<file path="src/hw/rtl/gcs_pkg.sv">
package gcs_pkg;

   localparam int unsigned PixW  = 8;
   localparam int unsigned GainW = 16;
   localparam int unsigned OffW  = 10;
   localparam int unsigned CmdW  = 2;
   localparam int unsigned IdxW  = 2;
   localparam int unsigned AccW  = GainW + PixW;
   localparam int unsigned NumW  = 2 * PixW;
   localparam int unsigned CntW  = 4;

   localparam logic [CntW-1:0] StepCount = CntW'(PixW);

   localparam logic [CmdW-1:0] CMD_CLEAR   = 2'd0;
   localparam logic [CmdW-1:0] CMD_MEASURE = 2'd1;
   localparam logic [CmdW-1:0] CMD_MAP     = 2'd2;

   localparam logic [IdxW-1:0] REG_MODE   = 2'd0;
   localparam logic [IdxW-1:0] REG_GAIN   = 2'd1;
   localparam logic [IdxW-1:0] REG_OFFSET = 2'd2;

   localparam logic              MODE_RESET   = 1'b1;
   localparam logic [GainW-1:0]  GAIN_RESET   = 16'd113;
   localparam logic [OffW-1:0]   OFFSET_RESET = 10'd30;
   localparam logic [PixW-1:0]   PIX_MAX      = 8'hFF;
   localparam logic [PixW-1:0]   PIX_MIN      = 8'h00;

   typedef struct packed {
      logic            start;
      logic            is_div;
      logic [GainW-1:0] gain;
      logic [PixW-1:0] mul_op;
      logic [NumW-1:0] dividend;
      logic [PixW-1:0] divisor;
   } unit_cmd_type;

   typedef struct packed {
      logic            done;
      logic [AccW-1:0] acc;
      logic [PixW-1:0] quot;
   } unit_status_type;

endpackage

</file>
<file path="src/hw/rtl/gcs_serial_unit.sv">
module gcs_serial_unit (
   input  logic                     clock,
   input  logic                     reset,
   input  gcs_pkg::unit_cmd_type    cmd,
   output gcs_pkg::unit_status_type status
);

   logic [gcs_pkg::CntW-1:0]  count_ff, count_in;
   logic                      is_div_ff, is_div_in;
   logic [gcs_pkg::PixW-1:0]  op_ff, op_in;
   logic [gcs_pkg::GainW-1:0] gain_ff, gain_in;
   logic [gcs_pkg::AccW-1:0]  acc_ff, acc_in;
   logic [gcs_pkg::PixW-1:0]  den_ff, den_in;

   logic [gcs_pkg::PixW:0]    trial;
   logic [gcs_pkg::PixW:0]    trial_diff;
   logic                      fits;
   logic                      stepping;

   assign stepping   = (count_ff != gcs_pkg::StepCount);
   assign trial      = {acc_ff[gcs_pkg::PixW-1:0], op_ff[gcs_pkg::PixW-1]};
   assign trial_diff = trial - {1'b0, den_ff};
   assign fits       = (trial >= {1'b0, den_ff});

   always_comb begin
      count_in  = count_ff;
      is_div_in = is_div_ff;
      op_in     = op_ff;
      gain_in   = gain_ff;
      acc_in    = acc_ff;
      den_in    = den_ff;
      if (cmd.start) begin
         count_in  = '0;
         is_div_in = cmd.is_div;
         gain_in   = cmd.gain;
         den_in    = cmd.divisor;
         if (cmd.is_div) begin
            // upper dividend half is the starting remainder, below the divisor
            acc_in = {{(gcs_pkg::AccW-gcs_pkg::PixW){1'b0}},
                      cmd.dividend[gcs_pkg::NumW-1:gcs_pkg::PixW]};
            op_in  = cmd.dividend[gcs_pkg::PixW-1:0];
         end else begin
            acc_in = '0;
            op_in  = cmd.mul_op;
         end
      end else if (stepping) begin
         count_in = count_ff + 1'b1;
         if (is_div_ff) begin
            // restoring step: shift in the next dividend bit, quotient bit out
            acc_in = {{(gcs_pkg::AccW-gcs_pkg::PixW){1'b0}},
                      fits ? trial_diff[gcs_pkg::PixW-1:0] : trial[gcs_pkg::PixW-1:0]};
            op_in  = {op_ff[gcs_pkg::PixW-2:0], fits};
         end else begin
            // shift-add, multiplier bits taken MSB first
            acc_in = {acc_ff[gcs_pkg::AccW-2:0], 1'b0}
                   + (op_ff[gcs_pkg::PixW-1] ? {{gcs_pkg::PixW{1'b0}}, gain_ff}
                                             : {gcs_pkg::AccW{1'b0}});
            op_in  = {op_ff[gcs_pkg::PixW-2:0], 1'b0};
         end
      end
   end

   always_ff @(posedge clock) begin
      if (reset) begin
         count_ff <= gcs_pkg::StepCount;
      end else begin
         count_ff <= count_in;
      end
      is_div_ff <= is_div_in;
      op_ff     <= op_in;
      gain_ff   <= gain_in;
      acc_ff    <= acc_in;
      den_ff    <= den_in;
   end

   assign status.done = !stepping;
   assign status.acc  = acc_ff;
   assign status.quot = op_ff;

endmodule

</file>
<file path="src/hw/rtl/gray_contrast_stretch_unit.sv">
// Channel  Direction  Ports                                     Transfer
// req      in         req_valid req_ready req_command req_pixel  valid & ready
// rsp      out        rsp_valid rsp_ready rsp_pixel_out          valid & ready
//                     rsp_flat_range
// csr      in         csr_wen csr_index csr_wdata                 csr_wen
//
// Clear, measure and unused commands complete in the cycle they transfer, no result.
// A map runs 8 bit-serial steps of the shift-add multiplier (linear mode)
// or restoring divider (min-max mode), then the result loads the output register.
// A map is accepted while the previous result waits; it holds at its last step until
// the output register is free. Reset is synchronous and restores the CSRs, stats and flags.
module gray_contrast_stretch_unit (
   input  logic                       clock,
   input  logic                       reset,
   input  logic                       req_valid,
   output logic                       req_ready,
   input  logic [gcs_pkg::CmdW-1:0]   req_command,
   input  logic [gcs_pkg::PixW-1:0]   req_pixel,
   output logic                       rsp_valid,
   input  logic                       rsp_ready,
   output logic [gcs_pkg::PixW-1:0]   rsp_pixel_out,
   output logic                       rsp_flat_range,
   input  logic                       csr_wen,
   input  logic [gcs_pkg::IdxW-1:0]   csr_index,
   input  logic [gcs_pkg::GainW-1:0]  csr_wdata
);

   localparam int unsigned SumW = gcs_pkg::AccW + 2;

   logic                       mode_ff, mode_in;
   logic [gcs_pkg::GainW-1:0]  gain_ff, gain_in;
   logic [gcs_pkg::OffW-1:0]   offset_ff, offset_in;
   logic [gcs_pkg::PixW-1:0]   low_seen_ff, low_seen_in;
   logic [gcs_pkg::PixW-1:0]   high_seen_ff, high_seen_in;

   logic                       busy_ff, busy_in;
   logic                       op_mode_ff, op_mode_in;
   logic                       spec_ff, spec_in;
   logic [gcs_pkg::PixW-1:0]   spec_val_ff, spec_val_in;
   logic                       flat_ff, flat_in;
   logic [gcs_pkg::OffW-1:0]   op_offset_ff, op_offset_in;

   logic                       rsp_valid_ff, rsp_valid_in;
   logic [gcs_pkg::PixW-1:0]   rsp_pixel_out_ff, rsp_pixel_out_in;
   logic                       rsp_flat_range_ff, rsp_flat_range_in;

   gcs_pkg::unit_cmd_type      unit_cmd;
   gcs_pkg::unit_status_type   unit_status;

   logic                       req_transfer;
   logic                       map_transfer;
   logic                       range_flat;
   logic [gcs_pkg::PixW-1:0]   diff;
   logic [SumW-1:0]            lin_sum;
   logic [gcs_pkg::PixW-1:0]   lin_val;
   logic [gcs_pkg::PixW-1:0]   final_val;
   logic                       finish;

   assign req_ready    = !busy_ff;
   assign req_transfer = req_valid && req_ready;
   assign map_transfer = req_transfer && (req_command == gcs_pkg::CMD_MAP);

   assign range_flat = (high_seen_ff <= low_seen_ff);
   assign diff       = req_pixel - low_seen_ff;

   assign unit_cmd.start    = map_transfer;
   assign unit_cmd.is_div   = mode_ff;
   assign unit_cmd.gain     = gain_ff;
   assign unit_cmd.mul_op   = req_pixel;
   // 255 * diff, as diff * 256 - diff
   assign unit_cmd.dividend = {diff, {gcs_pkg::PixW{1'b0}}}
                            - {{gcs_pkg::PixW{1'b0}}, diff};
   assign unit_cmd.divisor  = high_seen_ff - low_seen_ff;

   gcs_serial_unit u_serial (
      .clock  (clock),
      .reset  (reset),
      .cmd    (unit_cmd),
      .status (unit_status)
   );

   // product plus offset * 256, signed
   assign lin_sum = {2'b00, unit_status.acc}
                  + {{(SumW-gcs_pkg::OffW-gcs_pkg::PixW){op_offset_ff[gcs_pkg::OffW-1]}},
                     op_offset_ff, {gcs_pkg::PixW{1'b0}}};

   always_comb begin
      if (lin_sum[SumW-1]) begin
         lin_val = gcs_pkg::PIX_MIN;
      end else if (|lin_sum[SumW-2:2*gcs_pkg::PixW]) begin
         lin_val = gcs_pkg::PIX_MAX;
      end else begin
         lin_val = lin_sum[2*gcs_pkg::PixW-1:gcs_pkg::PixW];
      end
   end

   always_comb begin
      if (!op_mode_ff) begin
         final_val = lin_val;
      end else if (spec_ff) begin
         final_val = spec_val_ff;
      end else begin
         final_val = unit_status.quot;
      end
   end

   assign finish = busy_ff && unit_status.done && (!rsp_valid_ff || rsp_ready);

   always_comb begin
      mode_in      = mode_ff;
      gain_in      = gain_ff;
      offset_in    = offset_ff;
      low_seen_in  = low_seen_ff;
      high_seen_in = high_seen_ff;
      busy_in      = busy_ff;
      op_mode_in   = op_mode_ff;
      spec_in      = spec_ff;
      spec_val_in  = spec_val_ff;
      flat_in      = flat_ff;
      op_offset_in = op_offset_ff;
      rsp_valid_in      = rsp_valid_ff;
      rsp_pixel_out_in  = rsp_pixel_out_ff;
      rsp_flat_range_in = rsp_flat_range_ff;

      if (csr_wen) begin
         case (csr_index)
            gcs_pkg::REG_MODE:   mode_in   = csr_wdata[0];
            gcs_pkg::REG_GAIN:   gain_in   = csr_wdata;
            gcs_pkg::REG_OFFSET: offset_in = csr_wdata[gcs_pkg::OffW-1:0];
            default: ;
         endcase
      end

      if (rsp_valid_ff && rsp_ready) begin
         rsp_valid_in = 1'b0;
      end

      if (finish) begin
         busy_in           = 1'b0;
         rsp_valid_in      = 1'b1;
         rsp_pixel_out_in  = final_val;
         rsp_flat_range_in = op_mode_ff && flat_ff;
      end

      if (req_transfer) begin
         case (req_command)
            gcs_pkg::CMD_CLEAR: begin
               low_seen_in  = gcs_pkg::PIX_MAX;
               high_seen_in = gcs_pkg::PIX_MIN;
            end
            gcs_pkg::CMD_MEASURE: begin
               if (req_pixel < low_seen_ff) low_seen_in = req_pixel;
               if (req_pixel > high_seen_ff) high_seen_in = req_pixel;
            end
            gcs_pkg::CMD_MAP: begin
               busy_in      = 1'b1;
               op_mode_in   = mode_ff;
               op_offset_in = offset_ff;
               flat_in      = range_flat;
               // resolve flat range and out-of-range pixels up front
               if (range_flat) begin
                  spec_in     = 1'b1;
                  spec_val_in = req_pixel;
               end else if (req_pixel <= low_seen_ff) begin
                  spec_in     = 1'b1;
                  spec_val_in = gcs_pkg::PIX_MIN;
               end else if (req_pixel >= high_seen_ff) begin
                  spec_in     = 1'b1;
                  spec_val_in = gcs_pkg::PIX_MAX;
               end else begin
                  spec_in     = 1'b0;
                  spec_val_in = gcs_pkg::PIX_MIN;
               end
            end
            default: ;
         endcase
      end
   end

   always_ff @(posedge clock) begin
      if (reset) begin
         mode_ff      <= gcs_pkg::MODE_RESET;
         gain_ff      <= gcs_pkg::GAIN_RESET;
         offset_ff    <= gcs_pkg::OFFSET_RESET;
         low_seen_ff  <= gcs_pkg::PIX_MAX;
         high_seen_ff <= gcs_pkg::PIX_MIN;
         busy_ff      <= 1'b0;
         rsp_valid_ff <= 1'b0;
      end else begin
         mode_ff      <= mode_in;
         gain_ff      <= gain_in;
         offset_ff    <= offset_in;
         low_seen_ff  <= low_seen_in;
         high_seen_ff <= high_seen_in;
         busy_ff      <= busy_in;
         rsp_valid_ff <= rsp_valid_in;
      end
      op_mode_ff        <= op_mode_in;
      spec_ff           <= spec_in;
      spec_val_ff       <= spec_val_in;
      flat_ff           <= flat_in;
      op_offset_ff      <= op_offset_in;
      rsp_pixel_out_ff  <= rsp_pixel_out_in;
      rsp_flat_range_ff <= rsp_flat_range_in;
   end

   assign rsp_valid      = rsp_valid_ff;
   assign rsp_pixel_out  = rsp_pixel_out_ff;
   assign rsp_flat_range = rsp_flat_range_ff;

   a_map_starts_work: assert property (@(posedge clock) disable iff (reset)
      map_transfer |=> busy_ff && !unit_status.done)
      else $error("map transfer did not start the serial unit");

   a_result_from_finish: assert property (@(posedge clock) disable iff (reset)
      $rose(rsp_valid_ff) |-> $past(busy_ff && unit_status.done))
      else $error("result appeared without a finished map");

   a_quotient_in_range: assert property (@(posedge clock) disable iff (reset)
      (busy_ff && unit_status.done && op_mode_ff && !spec_ff) |-> (unit_status.quot != gcs_pkg::PIX_MAX))
      else $error("stretch quotient reached full scale inside the range");

   a_flat_only_stretch: assert property (@(posedge clock) disable iff (reset)
      finish && !op_mode_ff |=> !rsp_flat_range_ff)
      else $error("flat flag raised in linear mode");

endmodule
</file>
<file path="config.mk">
export PLATFORM = sky130hd
export DESIGN_NAME = gray_contrast_stretch_unit
export DESIGN_NICKNAME = d
export VERILOG_FILES = /design/src/hw/rtl/gcs_pkg.sv /design/src/hw/rtl/gcs_serial_unit.sv /design/src/hw/rtl/gray_contrast_stretch_unit.sv
export SDC_FILE = /design/constraint.sdc
export NUM_CORES = 1
export LEC_CHECK = 0
export BUFFER_PORTS_ARGS = -buffer_cell sky130_fd_sc_hd__buf_2
export CAP_MARGIN = 10
export CORE_MARGIN = 2
export CORE_UTILIZATION = 25
export CTS_CLUSTER_DIAMETER = 100
export DETAILED_ROUTE_END_ITERATION = 8
export PLACE_DENSITY = 0.42
export SLEW_MARGIN = 20
export SYNTH_ARGS = -nofsm -noshare
export SYNTH_HDL_FRONTEND = slang
export SYNTH_SLANG_ARGS = --single-unit
</file>
<file path="constraint.sdc">
create_clock -name clock -period 3.2 [get_ports clock]
set_input_delay 0.32 -clock clock [delete_from_list [all_inputs] [get_ports clock]]
set_output_delay 0.32 -clock clock [all_outputs]
set_load 0.01 [all_outputs]
</file>
==> results.sh, run 1 <==
export IMPL_outcome="complete, but fails checks"
export IMPL_violations="setup timing"
export IMPL_die_w_um=189.4
export IMPL_maxSlewHeadroom_pct=31.63
export IMPL_hp_class="in2reg"
export IMPL_cts_made_buffers=17
export IMPL_via_per_inst=4.737
export IMPL_ys_async_sr_fraction_pct=0
export IMPL_finalMaxSlewViolations=0
export IMPL_ys_ff_latch=135
export IMPL_synth_top_area_share_pct=30.05
export IMPL_use_met3_pct=1.724
export IMPL_area_growth_pct=18.77
export IMPL_grt_util_met1_pct=19.66
export IMPL_drt_first_iter_violations=368
export IMPL_antenna_found_initial=0
export IMPL_layout_drive_gt1_share_pct=15.14
export IMPL_die_area_mm2=0.03587
export IMPL_clock_sinks=135
export IMPL_ctsRootBufferMaster="clkbuf_16"
export IMPL_worst_pin_slew_ns=1.026
export IMPL_maxCapViolCount=0
export IMPL_finalHoldViolations=0
export IMPL_cts_clk_slew_worst_paths_ns=0.07
export IMPL_cts_tree="yes"
export IMPL_power_density_mw_per_mm2=706.1
export IMPL_r2r_setup_slack_ns=-0.002
export IMPL_start_util_pct=25.50
export IMPL_clock_latency_ns=0.43
export IMPL_synth_flop_cell="edfxtp_1"
export IMPL_max_freq_mhz=312.3
export IMPL_dpl_cell_area_mm2=0.009622
export IMPL_power_total_w=0.007207
export IMPL_drc=0
export IMPL_finalCriticalPeriod_ns=3.202
export IMPL_grt_pass1_vias=6725
export IMPL_h_tree_depth=4
export IMPL_cp_arrival_ns=3.37
export IMPL_grt_util_all_layers_pct=13.93
export IMPL_die_h_um=189.4
export IMPL_cts_max_path_buffers=2
export IMPL_post_route_period_util_pct=100.0
export IMPL_setup_viol=1
export IMPL_ioPinCount=44
export IMPL_ant_nets=0
export IMPL_synth_warnings=0
export IMPL_yosys_cell_count_top_type="nand2_1"
export IMPL_holdWs_ns=0.1242
export IMPL_ys_seq_area_share_pct=41.47
export IMPL_grt_util_met2_pct=22.41
export IMPL_synthTopCellsByArea="edfxtp_1, dfxtp_1, ha_1"
export IMPL_synth_edf_count=86
export IMPL_fin_cells=1439
export IMPL_grt_max_degree=66
export IMPL_power_leakage_nw=4.082
export IMPL_firstDrtPassIters=5
export IMPL_wl_per_cell_um=16.80
export IMPL_critPathLaunchType="flip-flop"
export IMPL_avgSynthCellArea_um2=9.580
export IMPL_dpl_hpwl_um=18590
export IMPL_grt_pass1_wl_um=38650
export IMPL_path_max_fanout=8
export IMPL_cts_hold_buf=0
export IMPL_synthCells=897
export IMPL_path_class="reg2reg"
export IMPL_fin_ws_ns=-0.001558
export IMPL_vdd_ir_drop_worst_mv=0.3524
export IMPL_place_inst=1407
export IMPL_n_antenna_cell=0
export IMPL_port_buffers=43
export IMPL_cp_cell_sequence="ha_2 > fa_2 > a21o_1 > a41oi_2 > a21oi_2 > o41ai_4 > o32ai_1 > mux2_1 > o31a_1 > a221o_1"
export IMPL_top_usage_layer="met2"
export IMPL_max_stage_delay_ns=0.39
export IMPL_grt_overflow_total=0
export IMPL_synth_nets=1002
export IMPL_crit_required_ns=3.37
export IMPL_rsz0062_at_grt="yes"
export IMPL_synth_area_mm2=0.008593
export IMPL_rows=67
export IMPL_core_area_mm2=0.03370
export IMPL_dr_total_vias=6817
export IMPL_place_gp_congestion=0.8177
export IMPL_cpMaxStageDelayCell="edfxtp_1"
export IMPL_wl_um=24180
export IMPL_yosysUniqueCellTypes=66
export IMPL_yosys_area_top_type="edfxtp_1"
export IMPL_design_area_mm2=0.01021
export IMPL_fin_skew_ns=0.01157
export IMPL_yosys_top_cells_count="nand2_1, edfxtp_1, ha_1, a21oi_1, nor2_1"
export IMPL_end_kind="flip-flop"
export IMPL_final_nets=1083
layout by cell type, fill, tap and decap left out, types with 6 or more instances in the layout:
cell / n
mux2i_1: 10
buf_2: 43
o21a_1: 9
nor3b_1: 6
xnor2_1: 27
nand3_1: 16
or2_2: 6
clkbuf_16: 17
inv_1: 51
ha_1: 66
dfxtp_1: 49
nor2b_1: 15
o21ai_0: 38
and3_1: 7
nor2_1: 59
nand2b_1: 17
a21o_1: 30
a221o_1: 8
nand2_1: 93
o21ai_1: 10
buf_4: 44
a21oi_1: 61
xor2_1: 16
and2_1: 24
edfxtp_1: 86
inv_6: 6
nand4_1: 10
or3_1: 8
nor3_1: 14
mux2_2: 10
or4_1: 8
nand3b_1: 31
a211oi_1: 9
worst paths after layout:
kind,startpoint,to,cells past startpoint
worst max-delay path,op_offset_ff[0],rsp_pixel_out[2],10
worst max register to register,op_offset_ff[0],rsp_pixel_out[2],10
worst min-delay path,csr_wdata[15],gain_ff[15],3
worst min register to register,offset_ff[9],op_offset_ff[9],0
worst max-delay path, delay by kind of cell (launching register included):
kind,cells,cell delay [ns]
flip-flops,1,0.39
AO/OA/AOI/OAI,7,1.66
multiplexers,1,0.31
adder cells (fa/ha/maj),2,0.58
final cells by class:
type / count / area (µm²)
clock buffers: 17 / 425.4
clock inverters: 15 / 136.4
flip-flops and latches: 135 / 3563
fillers: 3638 / 23490
inverters: 52 / 195.2
multi-input cells: 684 / 4760
repair buffers: 88 / 565.5
well taps: 448 / 560.5
flip-flops by register name (all words and copies together) (netlist names):
register           cells
op_mode_ff             1
rsp_flat_range         1
op_offset_ff          10
high_seen_ff           8
u_serial.gain_ff      16
spec_val_ff            8
flat_ff                1
u_serial.den_ff        8
u_serial.op_ff         8
gain_ff               16
spec_ff                1
busy_ff                1
rsp_pixel_out          8
offset_ff             10
u_serial.count_ff      4
mode_ff                1
low_seen_ff            8
u_serial.acc_ff       24
rsp_valid              1
through the flow:
stage / setup TNS (ns) / util [%] / setup WS [ns]
after global placement: -0.8437 / 28.55 / -0.1073
final: -0.001558 / 30.29 / -0.001558
after CTS: 0 / 30.26 / 0.0006510
after floorplan: 0 / - / 0.07451
after detailed placement: -1.299 / 28.55 / -0.1743
after global routing: -0.9459 / 30.29 / -0.1338
routing by layer:
layer  wire (µm)  part of all wire, %  vias to the layer above
met5           0                    0                        -
met4         238                 0.98                        0
met3         546                  2.3                       16
met2       10830                   45                       89
met1       12570                   52                     3250
li1            -                    -                     3462
logic make-up after synthesis:
group / after synthesis / share of synthesized area (%)
mux: 21 / 2.606
xor+xnor: 43 / 4.383
simple gates: 323 / 19.48
flops: 135 / 41.47
fa+ha+maj: 72 / 10.92
buf+inv: 78 / 3.407
compound gates: 225 / 17.73
timing repair:
item,in CTS,in global routing
setup endpoints to repair,8,12
pin swaps,4,0
endpoints found under the hold margin,0,0
setup buffers,0,0
resized for setup,3,2
report_power, final:
| group | total [W] | switching (W) | internal [W] |
|---|---|---|---|
| sequential | 0.00237 | 0.000194 | 0.00217 |
| combinational | 0.00296 | 0.00162 | 0.00134 |
| clock | 0.00188 | 0.000858 | 0.00102 |
No activity file was read; power rests on OpenSTA's default activity.
==> run 2, diff against run 1 <==
--- a/config.mk
+++ b/config.mk
@@ -5,13 +5,14 @@
 export SDC_FILE = /design/constraint.sdc
 export NUM_CORES = 1
 export LEC_CHECK = 0
+export ABC_CLOCK_PERIOD_IN_PS = 3200
 export BUFFER_PORTS_ARGS = -buffer_cell sky130_fd_sc_hd__buf_2
 export CAP_MARGIN = 10
 export CORE_MARGIN = 2
-export CORE_UTILIZATION = 25
+export CORE_UTILIZATION = 42
 export CTS_CLUSTER_DIAMETER = 100
 export DETAILED_ROUTE_END_ITERATION = 8
-export PLACE_DENSITY = 0.42
+export PLACE_DENSITY = 0.61
 export SLEW_MARGIN = 20
 export SYNTH_ARGS = -nofsm -noshare
 export SYNTH_HDL_FRONTEND = slang
==> results.sh, run 2 (synthesized netlist as in run 1, its figures left out) <==
export IMPL_outcome="complete, but fails checks"
export IMPL_violations="setup timing"
export IMPL_grt_util_all_layers_pct=19.72
export IMPL_min_path_cells=3
export IMPL_end_kind="flip-flop"
export IMPL_wl_um=20890
export IMPL_crit_required_ns=3.37
export IMPL_rsz0062_at_grt="yes"
export IMPL_die_area_mm2=0.02162
export IMPL_grt_pass1_wl_um=33780
export IMPL_finalHoldViolations=0
export IMPL_setup_tns_final_ns=-0.4370
export IMPL_clock_sinks=135
export IMPL_power_density_mw_per_mm2=717.7
export IMPL_rr_startpoint="op_offset_ff[0]"
export IMPL_holdWs_ns=0.1151
export IMPL_pwr_share_seq_pct=32.9
export IMPL_multiInputGateArea_mm2=0.004775
export IMPL_place_gp_congestion=0.8714
export IMPL_final_common_cell="nand2_1"
export IMPL_path_max_fanout=8
export IMPL_maxCapViolCount=0
export IMPL_area_growth_pct=15.97
export IMPL_grt_overflow_total=0
export IMPL_critPathLaunchType="flip-flop"
export IMPL_seq_area_mm2=0.003563
export IMPL_grt_max_degree=66
export IMPL_fill_cells=1954
export IMPL_cts_made_buffers=17
export IMPL_p_sw_share_pct=37.05
export IMPL_rows=52
export IMPL_fin_ws_ns=-0.05920
export IMPL_hold_end="gain_ff[12]"
export IMPL_core_area_mm2=0.02017
export IMPL_finalCriticalPeriod_ns=3.259
export IMPL_clock_latency_ns=0.43
export IMPL_rr_endpoint="rsp_pixel_out[4]"
export IMPL_largest_register_ffs=24
export IMPL_dr_total_vias=6772
export IMPL_r2r_setup_slack_ns=-0.06
export IMPL_cp_arrival_ns=3.43
export IMPL_wl_per_cell_um=16.72
export IMPL_worstRegToRegCells=10
export IMPL_vdd_ir_drop_worst_mv=0.4101
export IMPL_p_comb_share_pct=38.9
export IMPL_start_util_pct=42.61
export IMPL_die_w_um=147.0
export IMPL_ctsRootBufferMaster="clkbuf_16"
export IMPL_post_route_period_util_pct=101.9
export IMPL_via_per_inst=5.422
export IMPL_crit_buf_inv=0
export IMPL_place_inst=1213
export IMPL_cts_max_path_buffers=2
export IMPL_max_stage_delay_ns=0.41
export IMPL_grt_pass1_vias=6421
export IMPL_path_class="reg2reg"
export IMPL_p_clk_share_pct=28.2
export IMPL_die_h_um=147.0
export IMPL_power_leakage_nw=4.054
export IMPL_cp_cell_sequence="ha_2 > fa_2 > a21o_1 > a41oi_2 > a21oi_2 > o41ai_4 > o32ai_2 > mux2_1 > o31a_1 > a221o_1"
export IMPL_h_tree_depth=4
export IMPL_fin_util_pct=49.41
export IMPL_antenna_found_initial=0
export IMPL_reg_top3="u_serial.acc_ff: 24 flops, gain_ff: 16 flops, u_serial.gain_ff: 16 flops"
export IMPL_fin_skew_ns=0.01528
export IMPL_firstDrtPassIters=5
export IMPL_dpl_hpwl_um=15650
export IMPL_ioPinCount=44
export IMPL_finalMaxSlewViolations=0
export IMPL_cts_clk_slew_worst_paths_ns=0.08
export IMPL_fin_cells=1249
export IMPL_worstHoldStart="csr_wdata[12]"
export IMPL_final_nets=1071
export IMPL_mostFrequentLayoutCells="nand2_1, edfxtp_1, ha_1"
export IMPL_cts_tree="yes"
export IMPL_maxSlewHeadroom_pct=35.55
export IMPL_ant_nets=0
export IMPL_power_internal_w=0.004502
export IMPL_max_freq_mhz=306.8
export IMPL_drt_first_iter_violations=372
export IMPL_cpMaxStageDelayCell="o41ai_4"
export IMPL_setup_viol=8
export IMPL_n_antenna_cell=0
export IMPL_port_buffers=43
export IMPL_top_register="u_serial.acc_ff"
export IMPL_critPathTopFamily="compound AO/OA/AOI/OAI gates"
export IMPL_switching_power_w=0.002650
export IMPL_layout_drive_gt1_share_pct=14.40
export IMPL_drc=0
export IMPL_worst_pin_slew_ns=0.9667
export IMPL_hp_class="in2reg"
## run 2: changes by cell type in the layout (fill, tap and decap cells not counted), moves of 2 or more
cell        previous run  this run
inv_6                  6         2
clkinvlp_4             2         0
buf_4                 44        33
clkinv_8               1         8
clkinv_2               2         0
## run 2: worst reg2reg max path, cell delays in order, from the launching register on
cell and delay, ns:
edfxtp_1 0.40, ha_2 0.22, fa_2 0.34, a21o_1 0.19
a41oi_2 0.18, a21oi_2 0.11, o41ai_4 0.41, o32ai_2 0.15
mux2_1 0.33, o31a_1 0.38, a221o_1 0.29
## run 2: layout make-up
type | count | share of cell area, %
Clock buffer | 17 | 4.269
Timing Repair Buffer | 76 | 4.645
Clock inverter | 15 | 2.072
Inverter | 52 | 1.959
Tap cell | 270 | 3.390
Multi-Input combinational cell | 684 | 47.91
Sequential cell | 135 | 35.76
## run 2: what timing repair did
action | 4_1_cts | 5_1_grt
endpoints found under the setup margin | 8 | 13
buffers inserted | 0 | 4
gates cloned | 0 | 0
hold buffers | 0 | 0
pin swaps | 2 | 7
resized for setup | 0 | 7
## run 2: power by group through the flow
stage               logic [W]  clock network, W  registers, W
finish                0.00278           0.00201       0.00236
global route          0.00311           0.00212       0.00238
CTS                   0.00271           0.00206       0.00236
detailed placement    0.00269                 0       0.00239
global placement      0.00267                 0       0.00239
floorplan             0.00206                 0       0.00233
## run 2: per-layer routing
layer | part of all wire, % | routed length [µm] | track usage (%) | up-vias
met1 | 50 | 10430 | 28.69 | 3206
li1 | - | - | - | 3434
met2 | 45 | 9397 | 30.09 | 119
met3 | 4.0 | 836 | 3.416 | 13
met4 | 1.1 | 227 | 5.962 | 0
met5 | 0 | 0 | 0 | -
## run 2: metrics by stage
stage                     setup WS (ns)  area [µm²]  power (W)
after global placement         -0.04313        9266   0.005062
final                          -0.05920        9966   0.007153
after CTS                      0.005180        9898   0.007123
after floorplan                 0.07451        8593   0.004396
after detailed placement       -0.09164        9266   0.005088
after global routing            -0.1724        9966   0.007615
## run 2: worst max-delay path by stage
stage	endpoint	startpoint	cells after the start
finish	rsp_pixel_out[4]	op_offset_ff[0]	10
global route	rsp_pixel_out[0]	u_serial.acc_ff[8]	10
detailed placement	rsp_pixel_out[1]	u_serial.acc_ff[8]	10
CTS	rsp_pixel_out[2]	u_serial.acc_ff[8]	10
floorplan	rsp_pixel_out[0]	u_serial.acc_ff[8]	10
global placement	rsp_pixel_out[2]	u_serial.acc_ff[8]	10
==> run 3, diff against run 2 <==
--- a/config.mk
+++ b/config.mk
@@ -12,6 +12,7 @@
 export CORE_UTILIZATION = 42
 export CTS_CLUSTER_DIAMETER = 100
 export DETAILED_ROUTE_END_ITERATION = 8
+export GPL_TIMING_DRIVEN = 0
 export PLACE_DENSITY = 0.61
 export SLEW_MARGIN = 20
 export SYNTH_ARGS = -nofsm -noshare
==> results.sh, run 3 (synthesized netlist as in run 1, its figures left out) <==
export IMPL_mostFrequentLayoutCells="nand2_1, edfxtp_1, ha_1"
export IMPL_cts_made_buffers=17
export IMPL_cts_max_path_buffers=2
export IMPL_clock_latency_ns=0.42
export IMPL_power_total_w=0.007212
export IMPL_drt_first_iter_violations=421
export IMPL_outcome="complete, but fails checks"
export IMPL_port_buffers=41
export IMPL_cp_arrival_ns=3.45
export IMPL_wl_um=22130
export IMPL_path_max_fanout=8
export IMPL_vdd_ir_drop_worst_mv=0.4464
export IMPL_finalHoldViolations=0
export IMPL_final_nets=1075
export IMPL_drc=0
export IMPL_hp_class="in2reg"
export IMPL_worst_pin_slew_ns=0.9376
export IMPL_power_density_mw_per_mm2=722.3
export IMPL_rsz0062_at_grt="yes"
export IMPL_dpl_hpwl_um=16510
export IMPL_firstDrtPassIters=5
export IMPL_dpl_cell_area_mm2=0.009193
export IMPL_place_gp_congestion=0.8775
export IMPL_grt_overflow_total=0
export IMPL_p_sw_share_pct=37.60
export IMPL_layout_drive_gt1_share_pct=13.02
export IMPL_start_util_pct=42.61
export IMPL_power_internal_w=0.004500
export IMPL_fin_skew_ns=0.007910
export IMPL_design_area_mm2=0.009985
export IMPL_top_register="u_serial.acc_ff"
export IMPL_cts_tree="yes"
export IMPL_p_clk_share_pct=26.8
export IMPL_grt_util_all_layers_pct=20.74
export IMPL_reg_top3="u_serial.acc_ff: 24 flops, gain_ff: 16 flops, u_serial.gain_ff: 16 flops"
export IMPL_die_w_um=147.0
export IMPL_maxSlewHeadroom_pct=37.08
export IMPL_max_freq_mhz=303.8
export IMPL_ant_nets=0
export IMPL_ctsRootBufferMaster="clkbuf_16"
export IMPL_end_kind="flip-flop"
export IMPL_place_ws_ns=-0.3737
export IMPL_p_comb_share_pct=40.3
export IMPL_via_per_inst=5.488
export IMPL_crit_required_ns=3.36
export IMPL_fin_util_pct=49.50
export IMPL_power_leakage_nw=3.994
export IMPL_switching_power_w=0.002712
export IMPL_cts_clk_slew_worst_paths_ns=0.07
export IMPL_pwr_share_seq_pct=33.0
export IMPL_dr_wl_met3_um=1063
export IMPL_core_area_mm2=0.02017
export IMPL_dr_total_vias=6876
export IMPL_dr_wl_met2_um=9684
export IMPL_grt_pass1_wl_um=35120
export IMPL_setup_tns_final_ns=-0.3207
export IMPL_finalMaxSlewViolations=0
export IMPL_n_antenna_cell=0
export IMPL_die_h_um=147.0
export IMPL_cts_hold_buf=0
export IMPL_met1_length_um=11040
export IMPL_fin_ws_ns=-0.09176
export IMPL_ioPinCount=44
export IMPL_path_class="reg2reg"
export IMPL_post_route_period_util_pct=102.9
export IMPL_area_growth_pct=16.19
export IMPL_violations="setup timing"
export IMPL_finalCriticalPeriod_ns=3.292
export IMPL_rows=52
export IMPL_final_common_cell="nand2_1"
export IMPL_fill_cells=1951
export IMPL_wl_per_cell_um=17.66
export IMPL_grt_pass1_vias=6549
export IMPL_h_tree_depth=4
export IMPL_largest_register_ffs=24
export IMPL_clock_sinks=135
export IMPL_maxCapViolCount=0
export IMPL_setup_viol=8
export IMPL_antenna_found_initial=0
export IMPL_critPathLaunchType="flip-flop"
export IMPL_die_area_mm2=0.02162
export IMPL_grt_max_degree=33
export IMPL_maxUsedRoutingLayer="met4"
-- run 3: cell types whose count changed in the layout (fill, tap and decap cells not counted), moves of 2 or more --
cell / before / now
buf_4: 33 / 11
clkbuf_1: 0 / 22
clkinv_8: 8 / 2
inv_8: 3 / 6
a211oi_1: 9 / 7
a21oi_2: 2 / 0
a21oi_4: 0 / 2
buf_1: 0 / 2
ha_1: 66 / 64
inv_6: 2 / 4
-- run 3: final cells by class --
cell class                 count  area (µm²)  share of cell area, %
multi-input combinational    684        4872                  48.80
sequential                   135        3563                  35.69
clock buffer                  17       425.4                  4.261
tap                          270       337.8                  3.383
timing repair buffer          54       335.3                  3.358
inverter                      52       195.2                  1.955
clock inverter                15       155.1                  1.554
buffer                        26       100.1                  1.003
-- run 3: routing by layer --
metal  up-vias  global-route usage (%)
met4         0                   6.490
li1       3441                       -
met3        27                   3.385
met2       165                   31.31
met1      3243                   30.49
met5         -                       0
-- run 3: per-stage QoR --
step | std cells | hold WS [ns]
after floorplan | 897 | 0.4081
after global placement | 1208 | 0.4123
after detailed placement | 1210 | 0.4156
after CTS | 1247 | 0.1111
after global routing | 1253 | 0.1232
final | 1253 | 0.1213
-- run 3: power by group through the flow --
stage | registers [W] | logic [W] | clock network [W]
after global placement | 0.00243 | 0.00258 | 0
after CTS | 0.00238 | 0.00273 | 0.00195
after global routing | 0.00240 | 0.00321 | 0.00202
after detailed placement | 0.00242 | 0.00265 | 0
final | 0.00238 | 0.00291 | 0.00193
after floorplan | 0.00233 | 0.00206 | 0
-- run 3: what timing repair did --
item,4_1_cts,5_1_grt
cloned,0,0
resized for setup,8,15
endpoints found under the setup margin,16,23
pin swaps,5,2
buffers inserted,5,6
-- run 3: final timing paths --
check,from,end,slack (ns),cells past startpoint
worst max-delay path,u_serial.acc_ff[8],rsp_pixel_out[1],-0.09,10
worst min-delay path,csr_wdata[4],gain_ff[4],0.12,3
worst max register to register,u_serial.acc_ff[8],rsp_pixel_out[1],-0.09,10
worst min register to register,offset_ff[8],op_offset_ff[8],0.43,0
-- run 3: critical path, cell delays in order (launching register included) --
cell      delay, ns
edfxtp_1       0.42
ha_2           0.23
fa_2           0.34
a21o_1         0.23
a41oi_4        0.21
a21oi_4        0.11
o41ai_4        0.33
o32ai_2        0.13
mux2_4         0.31
o31a_1         0.36
a221o_1        0.36
